### src/hdl/pidaw_pkg.sv
// ----------------------------------------------------------------------------
// pidaw_pkg
// Shared types and register codes for the anti-windup PID controller.
// ----------------------------------------------------------------------------
`default_nettype none

package pidaw_pkg;

    // Width of samples, gains, limits and drive values
    localparam int DataW  = 16;
    // Width of the integral accumulator and of the output sum
    localparam int AccW   = 32;
    // Configuration bus widths
    localparam int PAddrW = 5;
    localparam int PDataW = 32;

    typedef logic signed [DataW-1:0] sample_t;
    typedef logic [AccW-1:0]         acc_t;

    // Register codes, taken from the word address paddr[4:2]
    typedef enum logic [2:0] {
        REG_GAIN_PROP  = 3'd0,
        REG_GAIN_INTEG = 3'd1,
        REG_GAIN_DERIV = 3'd2,
        REG_OUT_MIN    = 3'd3,
        REG_OUT_MAX    = 3'd4
    } reg_idx_t;

    // Reset values of the output limits
    localparam sample_t OutMinReset = 16'sh8000;
    localparam sample_t OutMaxReset = 16'sh7FFF;

    // Gains and limits as seen by the datapath
    typedef struct packed {
        logic signed [DataW-1:0] gain_prop;
        logic signed [DataW-1:0] gain_integ;
        logic signed [DataW-1:0] gain_deriv;
        logic signed [DataW-1:0] out_min;
        logic signed [DataW-1:0] out_max;
    } pidaw_cfg_t;

    // Result of one controller step
    typedef struct packed {
        logic signed [DataW-1:0] drive_limited;
        logic signed [DataW-1:0] drive_raw;
    } pidaw_res_t;

endpackage

`default_nettype wire

### src/hdl/pidaw_step.sv
// ----------------------------------------------------------------------------
// pidaw_step
// One PID step: conditional integration, output sum and clamping, with the
// controller state registers that carry from one sample to the next.
// ----------------------------------------------------------------------------
`default_nettype none

module pidaw_step
    import pidaw_pkg::*;
(
    input  wire logic       clk,
    input  wire logic       rst_n,
    input  wire logic       step_en,
    input  wire sample_t    err_in,
    input  wire pidaw_cfg_t cfg,
    output pidaw_res_t      res
);

    acc_t    integral_reg,    integral_next;
    sample_t prev_error_reg;
    sample_t last_limited_reg;
    sample_t last_raw_reg;

    logic                   hold_high;
    logic                   hold_low;
    logic signed [AccW-1:0] prod_integ;
    logic signed [AccW-1:0] prod_prop;
    logic signed [DataW:0]  err_diff;
    logic signed [AccW-1:0] prod_deriv;
    acc_t                   sum;
    sample_t                raw_hi;
    sample_t                lim_hi;

    // Skip integration while the last output sat on a limit and this error
    // would push further into it
    always_comb
    begin
        hold_high = (last_limited_reg < last_raw_reg) && !err_in[DataW-1];
        hold_low  = (last_raw_reg < last_limited_reg) && err_in[DataW-1];
    end

    // Products of the three terms, wrapped to the accumulator width
    always_comb
    begin
        prod_integ = AccW'(cfg.gain_integ) * AccW'(err_in);
        prod_prop  = AccW'(cfg.gain_prop) * AccW'(err_in);
        err_diff   = {err_in[DataW-1], err_in} - {prev_error_reg[DataW-1], prev_error_reg};
        prod_deriv = AccW'(cfg.gain_deriv) * AccW'(err_diff);
    end

    // Accumulate, sum with wraparound and clamp the high half when the limits are ordered
    always_comb
    begin
        if (hold_high || hold_low)
        begin
            integral_next = integral_reg;
        end
        else
        begin
            integral_next = integral_reg + acc_t'(prod_integ);
        end
        sum    = acc_t'(prod_prop) + integral_next + acc_t'(prod_deriv);
        raw_hi = sample_t'(sum[AccW-1:AccW-DataW]);
        lim_hi = raw_hi;
        if (cfg.out_min < cfg.out_max)
        begin
            priority if (raw_hi > cfg.out_max)
            begin
                lim_hi = cfg.out_max;
            end
            else if (raw_hi < cfg.out_min)
            begin
                lim_hi = cfg.out_min;
            end
        end
        res.drive_limited = lim_hi;
        res.drive_raw     = raw_hi;
    end

    // Advance controller state once per accepted sample
    always_ff @(posedge clk or negedge rst_n)
    begin
        if (!rst_n)
        begin
            integral_reg     <= '0;
            prev_error_reg   <= '0;
            last_limited_reg <= '0;
            last_raw_reg     <= '0;
        end
        else if (step_en)
        begin
            integral_reg     <= integral_next;
            prev_error_reg   <= err_in;
            last_limited_reg <= lim_hi;
            last_raw_reg     <= raw_hi;
        end
    end

`ifndef SYNTHESIS
    // Integral must not move while the output is wound up against a limit
    assert property (@(posedge clk) disable iff (!rst_n)
        step_en && (hold_high || hold_low) |=> $stable(integral_reg))
        else $error("pidaw_step: integral changed during windup hold");

    // Saved limited output stays within the limits whenever they are ordered
    assert property (@(posedge clk) disable iff (!rst_n)
        step_en && (cfg.out_min < cfg.out_max) |=>
            (last_limited_reg <= $past(cfg.out_max))
            && (last_limited_reg >= $past(cfg.out_min)))
        else $error("pidaw_step: stored limited output outside limits");
`endif

endmodule

`default_nettype wire

### src/hdl/pid_controller_anti_windup_core.sv
// ----------------------------------------------------------------------------
// pid_controller_anti_windup_core
// PID controller with conditional-integration anti-windup and output limits.
// ----------------------------------------------------------------------------
// Usage:
//   Input channel (in_valid/in_ready, error_sample) carries one signed error
//   sample per request. Output channel (out_valid/out_ready, drive_limited,
//   drive_raw) returns one result per sample, in order.
//   Gains and limits are written over the APB port at byte addresses 0x00
//   (gain_prop), 0x04 (gain_integ), 0x08 (gain_deriv), 0x0C (out_min) and
//   0x10 (out_max); write them only while no sample is in flight.
// Timing:
//   An accepted sample waits in the input register until the result slot is
//   free; then its result is loaded into the output register and out_valid rises.
//   Throughput is one sample per cycle while out_ready stays high; the bound is
//   the integral feedback loop, which closes combinationally through the
//   multiply-add and clamp.
// Reset:
//   Integral, previous error and saved outputs clear to zero, gains to zero,
//   limits to the full 16-bit range. Both channels come up empty.
// Stalls:
//   With out_ready low the result holds; one more sample can be taken into
//   the input register, after which in_ready drops until the result leaves.
// ----------------------------------------------------------------------------
`default_nettype none

module pid_controller_anti_windup_core
    import pidaw_pkg::*;
(
    input  wire logic              clk,
    input  wire logic              rst_n,
    // configuration port
    input  wire logic              psel,
    input  wire logic              penable,
    input  wire logic              pwrite,
    input  wire logic [PAddrW-1:0] paddr,
    input  wire logic [PDataW-1:0] pwdata,
    output logic      [PDataW-1:0] prdata,
    output logic                   pready,
    // sample input
    input  wire logic              in_valid,
    output logic                   in_ready,
    input  wire sample_t           error_sample,
    // drive output
    output logic                   out_valid,
    input  wire logic              out_ready,
    output sample_t                drive_limited,
    output sample_t                drive_raw
);

    pidaw_cfg_t cfg_reg;
    reg_idx_t   reg_idx;
    logic       cfg_wr;
    sample_t    rd_val;

    logic       stage_valid_reg;
    sample_t    stage_err_reg;
    logic       out_valid_reg;
    pidaw_res_t res_reg;
    pidaw_res_t step_res;
    logic       advance;
    logic       in_take;

    // Configuration registers
    assign pready  = 1'b1;
    assign reg_idx = reg_idx_t'(paddr[PAddrW-1:2]);
    assign cfg_wr  = psel && penable && pwrite;

    always_ff @(posedge clk or negedge rst_n)
    begin
        if (!rst_n)
        begin
            cfg_reg.gain_prop  <= '0;
            cfg_reg.gain_integ <= '0;
            cfg_reg.gain_deriv <= '0;
            cfg_reg.out_min    <= OutMinReset;
            cfg_reg.out_max    <= OutMaxReset;
        end
        else if (cfg_wr)
        begin
            unique case (reg_idx)
                REG_GAIN_PROP:  cfg_reg.gain_prop  <= sample_t'(pwdata[DataW-1:0]);
                REG_GAIN_INTEG: cfg_reg.gain_integ <= sample_t'(pwdata[DataW-1:0]);
                REG_GAIN_DERIV: cfg_reg.gain_deriv <= sample_t'(pwdata[DataW-1:0]);
                REG_OUT_MIN:    cfg_reg.out_min    <= sample_t'(pwdata[DataW-1:0]);
                REG_OUT_MAX:    cfg_reg.out_max    <= sample_t'(pwdata[DataW-1:0]);
                default:        ;
            endcase
        end
    end

    // Read back, sign-extended to the bus width
    always_comb
    begin
        unique case (reg_idx)
            REG_GAIN_PROP:  rd_val = cfg_reg.gain_prop;
            REG_GAIN_INTEG: rd_val = cfg_reg.gain_integ;
            REG_GAIN_DERIV: rd_val = cfg_reg.gain_deriv;
            REG_OUT_MIN:    rd_val = cfg_reg.out_min;
            REG_OUT_MAX:    rd_val = cfg_reg.out_max;
            default:        rd_val = '0;
        endcase
        prdata = {{(PDataW-DataW){rd_val[DataW-1]}}, rd_val};
    end

    // Flow control: the input stage advances whenever the result slot frees
    assign advance  = stage_valid_reg && (!out_valid_reg || out_ready);
    assign in_ready = !stage_valid_reg || !out_valid_reg || out_ready;
    assign in_take  = in_valid && in_ready;

    // Input register
    always_ff @(posedge clk or negedge rst_n)
    begin
        if (!rst_n)
        begin
            stage_valid_reg <= 1'b0;
        end
        else if (in_take)
        begin
            stage_valid_reg <= 1'b1;
        end
        else if (advance)
        begin
            stage_valid_reg <= 1'b0;
        end
    end

    always_ff @(posedge clk)
    begin
        if (in_take)
        begin
            stage_err_reg <= error_sample;
        end
    end

    // Controller step
    pidaw_step u_step (
        .clk     (clk),
        .rst_n   (rst_n),
        .step_en (advance),
        .err_in  (stage_err_reg),
        .cfg     (cfg_reg),
        .res     (step_res)
    );

    // Result register: load on advance, drop when taken
    always_ff @(posedge clk or negedge rst_n)
    begin
        if (!rst_n)
        begin
            out_valid_reg <= 1'b0;
        end
        else if (advance)
        begin
            out_valid_reg <= 1'b1;
        end
        else if (out_ready)
        begin
            out_valid_reg <= 1'b0;
        end
    end

    always_ff @(posedge clk)
    begin
        if (advance)
        begin
            res_reg <= step_res;
        end
    end

    assign out_valid     = out_valid_reg;
    assign drive_limited = res_reg.drive_limited;
    assign drive_raw     = res_reg.drive_raw;

`ifndef SYNTHESIS
    // An accepted request always lands in the input register
    assert property (@(posedge clk) disable iff (!rst_n)
        in_take |=> stage_valid_reg)
        else $error("core: accepted request lost");

    // A step always produces a pending result
    assert property (@(posedge clk) disable iff (!rst_n)
        advance |=> out_valid_reg)
        else $error("core: step result not registered");

    // Ordered limits bound the limited drive
    assert property (@(posedge clk) disable iff (!rst_n)
        $rose(out_valid_reg) && (cfg_reg.out_min < cfg_reg.out_max) |->
            (drive_limited <= cfg_reg.out_max) && (drive_limited >= cfg_reg.out_min))
        else $error("core: limited drive outside limits");

    // Unordered limits pass the raw drive through
    assert property (@(posedge clk) disable iff (!rst_n)
        $rose(out_valid_reg) && !(cfg_reg.out_min < cfg_reg.out_max) |->
            (drive_limited == drive_raw))
        else $error("core: clamp applied with unordered limits");
`endif

endmodule

`default_nettype wire

### config.mk
export PLATFORM = sky130hd
export DESIGN_NAME = pid_controller_anti_windup_core
export DESIGN_NICKNAME = d
export VERILOG_FILES = /design/src/hdl/pidaw_pkg.sv /design/src/hdl/pidaw_step.sv /design/src/hdl/pid_controller_anti_windup_core.sv
export SDC_FILE = /design/constraint.sdc
export NUM_CORES = 2
export LEC_CHECK = 0
export BUFFER_PORTS_ARGS = -buffer_cell sky130_fd_sc_hd__clkbuf_2
export CAP_MARGIN = 0
export CORE_UTILIZATION = 60
export CTS_CLUSTER_SIZE = 12
export DETAILED_ROUTE_END_ITERATION = 7
export PLACE_DENSITY = 0.88
export SYNTH_ARGS = -nofsm -noshare
export SYNTH_HDL_FRONTEND = slang
export SYNTH_SLANG_ARGS = --single-unit
export TNS_END_PERCENT = 100
### constraint.sdc
create_clock -name clk -period 19.9 [get_ports clk]
set_input_delay 0 -clock clk [delete_from_list [all_inputs] [get_ports clk]]
set_output_delay 0 -clock clk [all_outputs]
set_load 0.02 [all_outputs]
### Word-level counts from Yosys, hierarchy flattened

Cells that the tools add are included.
W data, S select, Z words.

* register bits after elaboration: 210
* bits in latches: 0
* bits in writable memories: 0
* bits in read-only memories: 0
* input bits: 60
* output and inout port bits: 67
* logic and storage cells: 60
* memories: 0

* add/sub/neg operators: 4
* multipliers: 3
* divide/modulo/power cells: 0
* order comparisons: 5
* eq/ne operators: 4
* shifts and indexed selects: 0
* muxes and demuxes: 9
* bitwise operators: 0
* reductions and logical operators: 21

Operators with widths (number)
* $add A32 B32 Y32: 3
* $pmux W16 S5: 1
* $lt A16 B16 Y1: 4
* $mul A16 B16 Y32: 2
* $mux W16: 3
* $mul A16 B17 Y32: 1
* $mux W32: 1
* $sub A16 B16 Y17: 1
* $gt A16 B16 Y1: 1
* $reduce_and A2 Y1: 5
* $eq A3 B2 Y1 const B: 2
* $logic_and A1 B1 Y1: 6
* $logic_or A1 B1 Y1: 4
* $mux W1: 4
* $reduce_bool A2 Y1: 2
* $eq A3 B1 Y1 const B: 1
* $eq A3 B3 Y1 const B: 1
* $logic_not A1 Y1: 3
* $logic_not A3 Y1: 1

### Logic depth before layout (Yosys ltp)

* depth after elaboration: 10
* depth in mapped cells: 63
* depth with buffers taken out: 61

### By module

From an unflattened synthesis, not the netlist that was laid out.

* cells, all modules: 4396
* area, all modules: 42878.6 um2

By module, submodules not included
* pidaw_step: times used 1, cells each 4068, area each 37489.7 um2, sequential area each 2001.9 um2
* pid_controller_anti_windup_core: times used 1, cells each 328, area each 5388.9 um2, sequential area each 3513.4 um2

### Least setup slack after synthesis

OpenSTA, ideal clock, no wires.

* path kind: register -> register
* start point: register stage_err_reg[1]
* end point: register res_reg (netlist bit drive_limited[5]), data pin
* library setup time: 266 ps
* data arrival time: 13969 ps
* required time: 19634 ps
* slack: 5665 ps
* cell stages (with the launch flop): 58
* path buffers: 3
* clock period less this slack: 14235 ps
* cells stage by stage: edfxtp_1 clkbuf_1 nand2_1 inv_1 fa_1 fa_1 inv_1 fa_1 inv_1 fa_1 fa_1 inv_1 fa_1 inv_1 ha_1 clkbuf_1 a211oi_1 nand3_1 [... 22 more ...] a21o_1 a21oi_1 o2111ai_1 o21a_1 o31ai_1 xnor2_1 xnor2_1 xnor2_1 inv_1 ha_1 nand3_1 or3_1 nor4_1 a211o_2 mux2i_1 o21a_2 buf_6 o21ai_1

RTL lines
* start, declared: line pid_controller_anti_windup_core.sv:57 `sample_t stage_err_reg;`
* start signal, assigned: line pid_controller_anti_windup_core.sv:132 `stage_err_reg <= error_sample;`
* end signal, assigned: line pid_controller_anti_windup_core.sv:167 `res_reg <= step_res;`
* end, declared: line pid_controller_anti_windup_core.sv:59 `pidaw_res_t res_reg;`

==> out/results.md <==
Outcome
- status: complete, no violations

Yosys
- XOR/XNOR share of the synthesized area: 1.961%
- main combinational cell family by area after synthesis: adder cells
- Net Count, Synth: 5757
- most frequent cells after synthesis: inv_1, fa_1, nand2_1
- count leader, synth: inv_1
- count of yosys warnings during synthesis: 0
- Mapped Avg Cell Area: 9.595 µm²
- total of flip-flops plus latches after synthesis: 210
- post-synth cell types: 83
- number of synthesized flops with an enable pin: 48
- largest area contributor in the synthesized netlist: fa_1
- Cells after Synth: 4468
- area fraction in compound gates after synthesis: 5.890%
- post-synth top area share: 43.06%
- Post-synth top flop: dfrtp_1
- fraction of the mapped netlist area in simple logic gates: 11.69%
- Area contributors post-synth: fa_1, inv_1, ha_1
- multiplexer share of the synthesized area: 3.222%
- sequential fraction of the synthesis area: 12.87%
- fraction of the mapped netlist area in adder cells: 52.02%
- Synth Cell Area: 0.04287 mm²
- share of flip-flops with an asynchronous set or reset: 77.14%

CTS
- TritonCTS clock tree: built
- number of buffers added by the clock tree synthesis step: 25
- clock root buffer: clkbuf_16
- depth of the CTS H-tree: 1
- Reg clk slew, reported paths: 0.07 ns
- number of sinks driven by the clock tree: 210
- Clock Tree Buf Depth: 3
- Clk Latency, worst-skew pair: 0.60 ns

Cells and area
- fill count: 5195
- fin util: 64.40%
- number of flip-flops under the largest register name: 80
- area taken by multi-input logic gates: 0.03209 mm²
- number of nets in the layout: 5774
- post-synthesis to final-layout area growth: 5.753%
- share of layout cells above drive strength 1: 7.327%
- sequential cell area in the final layout: 0.005515 mm²
- number of antenna diodes: 0

Timing
- Final setup viols: 0
- Fmax: 57.14 MHz
- Slew Limit Headroom: 13.02%
- final period demand of the worst path: 17.50 ns
- pins over their slew limit: 0
- smallest hold slack: 0.08653 ns
- part of the cycle the worst path needs: 87.95%
- setup skew after layout: 0.03814 ns
- Final Hold Fails: 0
- setup total negative slack: 0 ns
- RSZ-0062 raised after global routing: no
- Least-Margin Pin Slew: 1.300 ns

Setup path
- longest individual stage delay on the worst path: 0.96 ns
- data required time of the critical path: 20.31 ns
- Worst path most repeated cell: fa_1
- Worst Setup Start Kind: flip-flop
- sort of element at the end of the critical path: flip-flop
- Crit path arrival time: 17.91 ns
- slowest cell on the critical path: and2_1
- critical path class: flip-flop to flip-flop
- number of cells traversed by the worst register-to-register path: 54
- Crit Path Max Fanout: 33

Placement
- placer's final routability congestion estimate: 0.9887
- buffers added on ports: 107
- hpwl dp: 87320 µm

Global route
- via count of the first global-routing pass: 34860
- met3 layer usage reported by global route: 6.813%
- largest net degree at the start of global routing: 92
- antenna violations before repair: 1
- Total GRT Usage: 32.11%
- global-route track usage on met1: 40.19%
- layer with the highest usage after global routing: met2
- wire length of the first global-routing pass: 182500 µm
- met2 layer usage reported by global route: 51.76%
- Remaining Overflow, GRT: 0

Detailed routing
- via/cell ratio: 5.798
- vias: 31567
- remaining design rule violation count: 0
- wire length reported by the detailed router: 111900 µm
- first-pass iteration count of the detailed router: 6
- WL/cell: 20.56 µm
- iteration-0 DRC count of the detailed router: 3185
- post-route antenna net violation count: 0

Run
- number of max-capacitance violations reported: 0

Floorplanning
- DIE AREA: 0.07252 mm²
- starting density of the core: 60.90%
- die boundary width: 269.3 µm
- number of cell rows: 97
- area of the core: 0.07039 mm²
- die extent in y: 269.3 µm
- number of I/O pins: 127

Hold path
- path category of the worst min-delay check: input pin to asynchronous set/reset pin

## worst max-delay path, delay by kind of cell, from the launching register on
| kind | cells | cell delay [ns] |
|---|---|---|
| compound gates | 15 | 3.75 |
| xor+xnor | 4 | 1.19 |
| fa+ha+maj | 17 | 8.54 |
| buf+inv | 11 | 1.06 |
| flops | 1 | 0.81 |
| mux | 1 | 0.21 |
| simple gates | 6 | 1.69 |
## layout make-up
type	count	share of cell area, %
clock buffers	36	1.537
clock inverters	10	0.3367
inverters	1178	9.756
multi-input cells	2877	70.79
flip-flops and latches	210	12.17
well taps	940	2.594
repair buffers	193	2.818
## final timing paths
kind,from,to,slack (ns)
setup / recovery,cfg_reg[63],u_step.last_limited_reg[13],2.40
hold / removal,rst_n,u_step.integral_reg[17],0.09
setup reg to reg,cfg_reg[63],u_step.last_limited_reg[13],2.40
hold reg to reg,u_step.last_raw_reg[8],u_step.last_raw_reg[8],0.50
max in group asynchronous,rst_n,cfg_reg[16],18.15
min in group clk,paddr[2],cfg_reg[35],0.11
## kinds of logic after synthesis
family / count (synthesis)
other cells: 1
mux: 126
compound gates: 369
fa+ha+maj: 1229
xor+xnor: 96
simple gates: 1056
buf+inv: 1381
flops: 210
## timing repair
action,4_1_cts,5_1_grt
hold buffers,36,0
setup buffers,0,0
resized for setup,0,0
hold endpoints to repair,177,0
## cell usage in the layout (no fill, tap or decap), types with 7 or more instances in the layout
cell	netlist	routed
ha_1	307	307
edfxtp_1	48	48
xor2_1	23	23
nand4_1	11	11
a21oi_1	54	54
and3_1	7	7
nor3_1	10	9
nor2_1	66	66
dlygate4sd3_1	0	36
nor2b_1	27	27
or3_1	8	8
a22oi_1	31	31
nand2b_1	46	46
dfstp_2	16	16
o221ai_1	15	15
o21bai_1	10	10
dfrtp_1	146	146
o21ai_1	24	24
buf_4	18	50
clkbuf_2	0	106
inv_1	1177	1177
o21a_1	10	10
o21ai_0	92	92
a21o_1	33	33
mux2_2	80	80
and2_1	280	280
o22ai_2	11	11
a221oi_1	18	18
a31oi_1	9	9
nand3_1	18	18
o22ai_1	9	9
clkbuf_16	0	25
xnor2_1	73	73
mux2i_1	39	38
nand2_1	564	563
fa_1	922	922
clkbuf_1	169	8
## metal layers
metal / share of wire [%] / up-vias
li1: - / 13282
met1: 34 / 15870
met2: 47 / 1914
met3: 11 / 499
met4: 7.5 / 2
met5: 0.013 / -
## through the flow
stage	cell area [µm²]	setup WS [ns]	cells
4_1_cts	45340	2.648	5444
5_1_grt	45340	1.411	5444
3_5_place_dp	44130	2.782	5362
2_1_floorplan	42870	5.665	4468
3_3_place_gp	44130	3.312	5362
6_report	45340	2.398	5444
Power is left out: the tool's default activity adds up to more than one toggle a clock period on the data nets, which glitch-free logic cannot reach.
